===== config.mk =====
export PLATFORM = sky130hd
export DESIGN_NAME = rim3_ram
export DESIGN_NICKNAME = d
export VERILOG_FILES = /design/src/sv/range_increment_mod3_count_tree_macros.svh /design/src/sv/rim3_ram.sv
export SDC_FILE = /design/constraint.sdc
export NUM_CORES = 1
export LEC_CHECK = 0
export BUFFER_PORTS_ARGS = -buffer_cell sky130_fd_sc_hd__buf_2
export CORE_ASPECT_RATIO = 0.9
export CORE_MARGIN = 2
export CORE_UTILIZATION = 54
export CTS_CLUSTER_DIAMETER = 40
export DETAILED_ROUTE_END_ITERATION = 7
export GPL_ROUTABILITY_DRIVEN = 0
export GPL_TIMING_DRIVEN = 0
export PLACE_DENSITY_LB_ADDON = 0.08
export SYNTH_ARGS = -nofsm -noshare
export SYNTH_HDL_FRONTEND = slang
export SYNTH_SLANG_ARGS = --single-unit

===== constraint.sdc =====
create_clock -name clk -period 1.95 [get_ports clk]
set_clock_uncertainty 0.15 [all_clocks]
set_input_delay 0.2925 -clock clk [delete_from_list [all_inputs] [get_ports clk]]
set_output_delay 0.2925 -clock clk [all_outputs]
set_load 0.01 [all_outputs]

===== src/sv/range_increment_mod3_count_tree_macros.svh =====
// Assertion macros for the range increment / mod-3 count tree.
`ifndef RANGE_INCREMENT_MOD3_COUNT_TREE_MACROS_SVH
`define RANGE_INCREMENT_MOD3_COUNT_TREE_MACROS_SVH
`ifndef SYNTHESIS
`define RIM_ASSERT_IMP(label, clk, rst, a, c) \
  label: assert property (@(posedge clk) disable iff (rst) (a) |-> (c)) else $error("label");
`define RIM_ASSERT_NEXT(label, clk, rst, a, c) \
  label: assert property (@(posedge clk) disable iff (rst) (a) |=> (c)) else $error("label");
`else
`define RIM_ASSERT_IMP(label, clk, rst, a, c)
`define RIM_ASSERT_NEXT(label, clk, rst, a, c)
`endif
`endif


===== src/sv/rim3_ram.sv =====
// Generic single-port RAM with registered read.
module rim3_ram #(
  parameter int unsigned WIDTH = 8,
  parameter int unsigned DEPTH = 16
) (
  input  logic                     clk,
  input  logic                     we,
  input  logic [$clog2(DEPTH)-1:0] addr,
  input  logic [WIDTH-1:0]         wdata,
  output logic [WIDTH-1:0]         rdata
);
  logic [WIDTH-1:0] mem [DEPTH];
  always_ff @(posedge clk) begin
    if (we) mem[addr] <= wdata;
    rdata <= mem[addr];
  end
endmodule


# Yosys cells after proc, flatten, opt, wreduce, memory -nomap -nowiden
# Memories as Yosys holds them, arrays and structs flattened. A register that Yosys moved wholly into a read port is not among the register bits.
# Cells that the tools add are included.
# Widths: inputs -> output; s select.
[classes] muxes=2
[ops] op="$mux 1" count=2
[totals] regBits=0 ramBits=128 output_inout_bits=8 word_cells=3 mem_count=1
[mem_list] name="mem" depth=16 word_bits=8 read_ports=1 rd_ports_with_merged_regs=1 write_ports=1 line="rim3_ram.sv:12" rtl="logic [WIDTH-1:0] mem [DEPTH];"

# Depth between registers and ports, before layout
# Gate-level depths: netlist (run 1).
[depth] word_depth=2 mapped_depth=5 depth_no_buf=3

# Least setup slack after synthesis (run 1)
# Ideal clock, no wire load.
[synth_path] path_type="input -> register" start="input port addr[2]" end="memory mem[0][0] (enable)" setup_time_ps=383 arrival_ps=1402 setup_slack_ps=14 path_stages=2 cell_sequence="or3b_2 -> nor3_1"
[synth_lines] element="from (decl)" line="rim3_ram.sv:8" rtl="input logic [$clog2(DEPTH)-1:0] addr,"
[synth_lines] element="to (decl)" line="rim3_ram.sv:12"
# Straight into the memory's write port.

# Worst setup path after layout (run 1)
[layout_path] start="input port addr[1]" end="memory mem[11][5] (enable)"
# Straight into the memory's write port.

==> key figures, run 1 <==
Run status
  – Status: complete, but fails checks
  – Failing checks: negative setup slack

Synthesis
  – Synthesized cell area: about 0.0051 mm²
  – Mapped Nets: 244
  – Synthesis warning total: 0
  – Mapped Cells: 230
  – Mean Syn Cell Area: about 22 µm²
  – Yosys cell types: 18
  – Sequential fraction of the synthesis area: 0.790
  – Synth Register Bits: 136

Power
  – Sequential share of power: 0.475
  – Clock share of power: 0.479
  – Cell internal pwr: 5.54 mW
  – Leak: 1.95 nW
  – VDD IR-drop max: 0.719 mV
  – Overall Power: 6.91 mW
  – Switching power: 1.37 mW
  – Power density cells: 1160 mW/mm²
  – Sw frac: 0.199
  – Comb pwr share: 0.045

STA
  – F_max: 0.509 GHz
  – Slew @ Worst Pin: approximately 1.2 ns
  – RSZ-0062 raised after global routing: yes
  – Tmin final: approximately 2.0 ns
  – Final Cycle Share: 1.01
  – Worst Setup Slack, final: -0.0157 ns
  – Final Setup Violations: 8
  – Hold Vio Cnt, Final: 0
  – Final max-slew violation count: 0
  – Max transition margin: 0.224

Cells and area
  – Sequential Area: 0.00400 mm²
  – Finished Layout Cells: 403
  – Area Overhead vs Synth: 17.6%
  – Most frequent cells in the layout: edfxtp_1 (128), mux4_2 (32), buf_2 (21)
  – Final Core Density: 0.653
  – Layout cells sized above 1: 0.342
  – Antenna diode count: 0
  – Multi-input gate area: 0.00103 mm²
  – Most common cell after layout, fill and taps aside: edfxtp_1
  – Final Net Count: between 200 and 300
  – # fillers: 609

Routing
  – DR vias/cell: between 5 and 6
  – Drt drc: 0
  – Antenna Nets Post-Route: 0
  – Router iterations before antenna repair: 5
  – Avg WL per Cell: 23.3 µm
  – First DRT Iteration DRCs: 232
  – Routed via count: 2336
  – Total Wirelength: between 9000 and 10000 µm

Global routing
  – Met2 Resource Use GR: 0.307
  – GRT met1 Usage: 0.301
  – Global route overflow: 0
  – Largest net degree at the start of global routing: 17
  – Vias in the first global route: 2302
  – Number of antenna violations at the first check in global routing: 0
  – Grt met3 use: 0.0616
  – Gr busiest metal: met2
  – Global-route wire length before repair: 14100 µm
  – GRT Util Overall: 0.207

Setup path
  – Worst reg2reg path endpoint: rdata[0]$_DFF_P_
  – R2R Setup Slk: 0.44 ns
  – Max incr delay on CP: about 0.67 ns
  – CP Capture Type: flop
  – CP startpoint: addr[1]
  – Crit path to: mem[11][5]$_DFFE_PP_
  – Peak fanout along the critical path: 10
  – Crit Reg-Reg Startpoint: mem[11][0]$_DFFE_PP_
  – Crit start category: primary input
  – Slowest-stage cell, CP: nor2_1
  – CP arrival: 1.96 ns
  – CP Cell Sequence: buf_2, buf_1, nand2_1, nor2_1
  – FF-to-FF path depth: 3
  – Worst path required time: 1.94 ns
  – WS Path Type: primary input to flop

CTS
  – Post-CTS setup buffers: 0
  – Clk slew on worst S/H paths: 0.06 ns
  – CTS Sinks: 136
  – TritonCTS clock tree: yes
  – H-tree depth: 4
  – CTS max path bufs: 2
  – Hold Buf Count CTS: 0
  – Num CTS Buffers: 17
  – Worst skew pair latency: 0.52 ns
  – Root buf cell: clkbuf_8

Floorplanning
  – I/O pin total: 22
  – Die height: 95.9 µm
  – Die width: approximately 110 µm
  – Initial Util: 0.555
  – Num rows: 33
  – Die area: 0.0102 mm²
  – Core Area: 0.00913 mm²

Placement
  – DP HPWL: 5830 µm
  – Port Buf Inserts: 19
  – Inst Count DP: 371
  – Post-place setup slack: -0.622 ns

Job
  – MaxCap Viol Count: 0

Hold path
  – HP Class: primary input to flop
stage by stage:
| stage | cell area [µm²] | TNS (ns) | hold WS (ns) |
|---|---|---|---|
| finish | 5960 | -0.0958 | 0.0338 |
| global route | 5960 | -1.50 | 0.0243 |
| CTS | 5950 | -0.000437 | 0.0178 |
| detailed placement | 5320 | -56.92 | 0.533 |
| global placement | 5320 | -55.90 | 0.524 |
| floorplan | 5070 | 0 | 0.241 |
cell families after synthesis:
group           synth area share
buf+inv                   0.0119
simple gates              0.0321
mux                        0.142
flops                      0.790
compound gates            0.0237
final cells by class:
class                      instances  area share
timing repair buffer              19      0.0160
clock buffer                      20      0.0747
sequential                       136       0.672
tap                              122      0.0256
buffer                            11      0.0101
multi-input combinational         83       0.173
clock inverter                    12      0.0292
power by group through the flow:
stage               Combinational (mW)  Sequential, mW  Clock [mW]
floorplan                        0.168            3.35           0
detailed placement               0.313            3.35           0
global route                     0.341            3.29        3.47
global placement                 0.309            3.34           0
CTS                              0.315            3.28        3.35
finish                           0.313            3.28        3.31
state kept, by name, indices dropped and copies added (netlist names):
| signal | cells |
|---|---|
| mem | 128 |
| rdata | 8 |
Yosys cell counts:
cell type / number / area share
edfxtp_1: 128 / 0.76
mux4_2: 32 / 0.14
a22oi_1: 16 / 0.024
nor2_1: 13 / 0.0096
nand2_1: 9 / 0.0067
dfxtp_1: 8 / 0.032
buf_1: 4 / 0.0030
nor3_1: 4 / 0.0040
buf_2: 2 / 0.0020
buf_6: 2 / 0.0044
clkbuf_1: 2 / 0.0015
nand2b_1: 2 / 0.0025
nand3b_1: 2 / 0.0030
nor2b_1: 2 / 0.0025
and2_1: 1 / 0.0012
clkbuf_2: 1 / 0.00099
nand3_1: 1 / 0.00099
or3b_2: 1 / 0.0017
worst min path at each step:
| stage | start | end | slack [ns] | cells past startpoint |
|---|---|---|---|---|
| final | wdata[0] | mem[3][0]$_DFFE_PP_ | 0.03 | 1 |
| after global routing | wdata[6] | mem[11][6]$_DFFE_PP_ | 0.02 | 1 |
| after CTS | wdata[6] | mem[11][6]$_DFFE_PP_ | 0.02 | 1 |
| after detailed placement | mem[9][6]$_DFFE_PP_ | rdata[6]$_DFF_P_ | 0.53 | 3 |
| after global placement | mem[8][6]$_DFFE_PP_ | rdata[6]$_DFF_P_ | 0.52 | 3 |
| after floorplan | wdata[0] | mem[0][0]$_DFFE_PP_ | 0.24 | 0 |
layer usage:
metal	wire length, µm	up-vias
met5	0	-
met4	106	0
met3	519	13
met2	4410	69
met1	4370	1214
li1	-	1040
repair_timing:
action,in CTS,in global routing
resized for setup,3,5
endpoints found under the setup margin,16,70
gates cloned,0,0
worst max-delay path, delay by kind of cell:
kind / cells / cell delay (ns)
and+or+nand+nor: 2 / 0.92
buffers and inverters: 2 / 0.73
No activity file was read; power rests on OpenSTA's default activity.
==> run 2, diff against run 1 <==
Settings changed: CORE_UTILIZATION 54 to 55.
Clock period 1.95 ns to 2.1 ns, I/O delays scaled along.
==> key figures, run 2 (same netlist as run 1, synthesis figures left out) <==
Routing
  – Total Wirelength: 9850 µm (was 9410 µm)
  – Drt drc: 0 (unchanged)
  – Router iterations before antenna repair: 4 (was 5)
  – Avg WL per Cell: 24.4 µm (was 23.3 µm)
  – DR vias/cell: 5.91 (was 5.80)
  – Routed via count: 2389 (was 2336)
  – Antenna Nets Post-Route: 0 (unchanged)
  – First DRT Iteration DRCs: 252 (was 232)

Run status
  – Status: complete, no violations (was complete, but fails checks)

CTS
  – Root buf cell: clkbuf_8 (unchanged)
  – Num CTS Buffers: 17 (unchanged)
  – Resize count post-CTS: 0 (was 3)
  – H-tree depth: 4 (unchanged)
  – Clk slew on worst S/H paths: 0.06 ns (about the same)
  – Hold Buf Count CTS: 0 (unchanged)
  – CTS max path bufs: 2 (unchanged)
  – CTS Sinks: 136 (unchanged)
  – Worst skew pair latency: 0.53 ns (was 0.52 ns)
  – TritonCTS clock tree: yes (unchanged)
  – Post-CTS setup buffers: 0 (unchanged)

Global routing
  – Vias in the first global route: 2327 (was 2302)
  – Largest net degree at the start of global routing: 17 (unchanged)
  – Global route overflow: 0 (unchanged)
  – Number of antenna violations at the first check in global routing: 0 (unchanged)
  – Global-route wire length before repair: 14600 µm (was 14100 µm)
  – GRT Util Overall: 0.215 (was 0.207)

Job
  – MaxCap Viol Count: 0 (unchanged)

STA
  – Slew @ Worst Pin: 1.31 ns (was 1.16 ns)
  – Tmin final: just over 2 ns
  – Final Setup Violations: 0 (was 8)
  – Final Cycle Share: 0.958
  – F_max: 0.497 GHz
  – Max transition margin: 0.123 (was 0.224)
  – Hold Vio Cnt, Final: 0 (unchanged)
  – Final max-slew violation count: 0 (unchanged)
  – RSZ-0062 raised after global routing: no (was yes)
  – Worst Setup Slack, final: 0.0886 ns (was -0.0157 ns)

Cells and area
  – Antenna diode count: 0 (unchanged)
  – Most common cell after layout, fill and taps aside: edfxtp_1 (unchanged)
  – # fillers: 599 (was 609)
  – Biggest register: mem (unchanged)
  – Finished Layout Cells: 404 (was 403)
  – Area Overhead vs Synth: 16.9% (was 17.6%)
  – Most frequent cells in the layout: edfxtp_1 (128), mux4_2 (32), buf_2 (21) (unchanged)
  – Largest registers: mem: 128 flops, rdata: 8 flops (unchanged)
  – Multi-input gate area: 0.00100 mm² (was 0.00103 mm²)
  – Layout cells sized above 1: 0.305 (was 0.342)
  – Final Net Count: 283 (was 282)
  – Max reg flops: 128 (unchanged)
  – Sequential Area: 0.00400 mm² (unchanged)

Setup path
  – Peak fanout along the critical path: 8 (was 10)
  – WS Path Type: primary input to flop (unchanged)
  – CP bufs+invs: 1 (was 2)
  – CP Depth: 3 (was 4)
  – Critical path's top delay family: simple AND/OR/NAND/NOR gates (unchanged)
  – CP Cell Sequence: buf_2, or3b_2, nor3_1 (was buf_2, buf_1, nand2_1, nor2_1)
  – R2R Setup Slk: 0.59 ns (was 0.44 ns)
  – Slowest-stage cell, CP: nor3_1 (was nor2_1)
  – Worst reg2reg path endpoint: rdata[2]$_DFF_P_ (was rdata[0]$_DFF_P_)
  – Worst path required time: 2.08 ns (was 1.94 ns)
  – Max incr delay on CP: 1.01 ns (was 0.67 ns)
  – CP Capture Type: flop (unchanged)
  – CP arrival: 1.99 ns (was 1.96 ns)
  – Crit start category: primary input (unchanged)
  – Crit Reg-Reg Startpoint: mem[11][2]$_DFFE_PP_ (was mem[11][0]$_DFFE_PP_)
  – FF-to-FF path depth: 3 (unchanged)

Power
  – VDD IR-drop max: 0.720 mV (was 0.719 mV)
  – Sw frac: 0.198 (was 0.199)
  – Leak: 1.93 nW (was 1.95 nW)
  – Switching power: 1.25 mW (was 1.37 mW)
  – Power density cells: 1070 mW/mm² (was 1160 mW/mm²)
  – Sequential share of power: 0.483 (was 0.475)
  – Clock share of power: 0.471 (was 0.479)
  – Comb pwr share: 0.046 (was 0.045)
  – Cell internal pwr: 5.07 mW (was 5.54 mW)

Floorplanning
  – Die area: 0.0100 mm² (was 0.0102 mm²)
  – I/O pin total: 22 (unchanged)
  – Die width: 105 µm (was 106 µm)
  – Core Area: 0.00904 mm² (was 0.00913 mm²)
  – Die height: 95.1 µm (was 95.9 µm)
  – Initial Util: 0.560 (was 0.555)
  – Num rows: 33 (unchanged)

Hold path
  – HP Class: primary input to flop (unchanged)
  – Worst Min Path Start: wdata[6] (was wdata[0])
  – Hold Path Depth: 1 (unchanged)
  – Hold EP: mem[15][6]$_DFFE_PP_ (was mem[3][0]$_DFFE_PP_)

Placement
  – Post-place setup slack: -0.479 ns (was -0.622 ns)
  – Port Buf Inserts: 19 (unchanged)
  – DP HPWL: 5940 µm (was 5830 µm)
  – Inst Count DP: 371 (unchanged)
run 2: changes by cell type in the layout (fill, tap and decap cells not counted), moves of 2 or more:
cell and change:
clkbuf_8 -2, nor3_2 -2, nor2_1 +6, clkinv_2 -2
nor3_1 +2, nor2_2 -6, clkinv_1 +2
run 2: cell type report:
type	count	area share
Clock buffer	19	0.0712
Sequential cell	136	0.676
Timing Repair Buffer	20	0.0173
Tap cell	122	0.0258
Clock inverter	13	0.0302
Multi-Input combinational cell	83	0.169
Buffer	11	0.0101
run 2: per-layer routing:
layer  share of wire  vias to the layer above  track usage
met5               0                        -            0
met4          0.0085                        0       0.0767
met3           0.064                        8       0.0533
met2            0.50                       82        0.333
met1            0.43                     1257        0.304
li1                -                     1042            -
run 2: power groups by stage:
stage	Clock (mW)	Sequential (mW)	Combinational, mW
after floorplan	0	3.11	0.156
after global placement	0	3.10	0.286
after detailed placement	0	3.11	0.290
after CTS	3.02	3.05	0.295
after global routing	3.14	3.06	0.313
final	2.98	3.05	0.290
run 2: worst max-delay path by stage:
stage / startpoint / to
2_1_floorplan: addr[2] / mem[0][0]$_DFFE_PP_
3_3_place_gp: addr[2] / mem[0][7]$_DFFE_PP_
3_5_place_dp: addr[2] / mem[0][3]$_DFFE_PP_
4_1_cts: addr[2] / mem[0][2]$_DFFE_PP_
5_1_grt: addr[1] / mem[7][1]$_DFFE_PP_
6_report: addr[2] / mem[0][2]$_DFFE_PP_
run 2: per-stage QoR:
| stage | hold slack, ns | power (mW) | area, µm² | TNS [ns] | utilization |
|---|---|---|---|---|---|
| 5_1_grt | 0.0388 | 6.51 | 5920 | 0 | 0.655 |
| 6_report | 0.0367 | 6.32 | 5920 | 0 | 0.655 |
| 2_1_floorplan | 0.264 | 3.27 | 5070 | 0 | - |
| 4_1_cts | 0.0252 | 6.37 | 5920 | 0 | 0.654 |
| 3_3_place_gp | 0.520 | 3.39 | 5320 | -39.35 | 0.588 |
| 3_5_place_dp | 0.532 | 3.40 | 5320 | -41.18 | 0.588 |
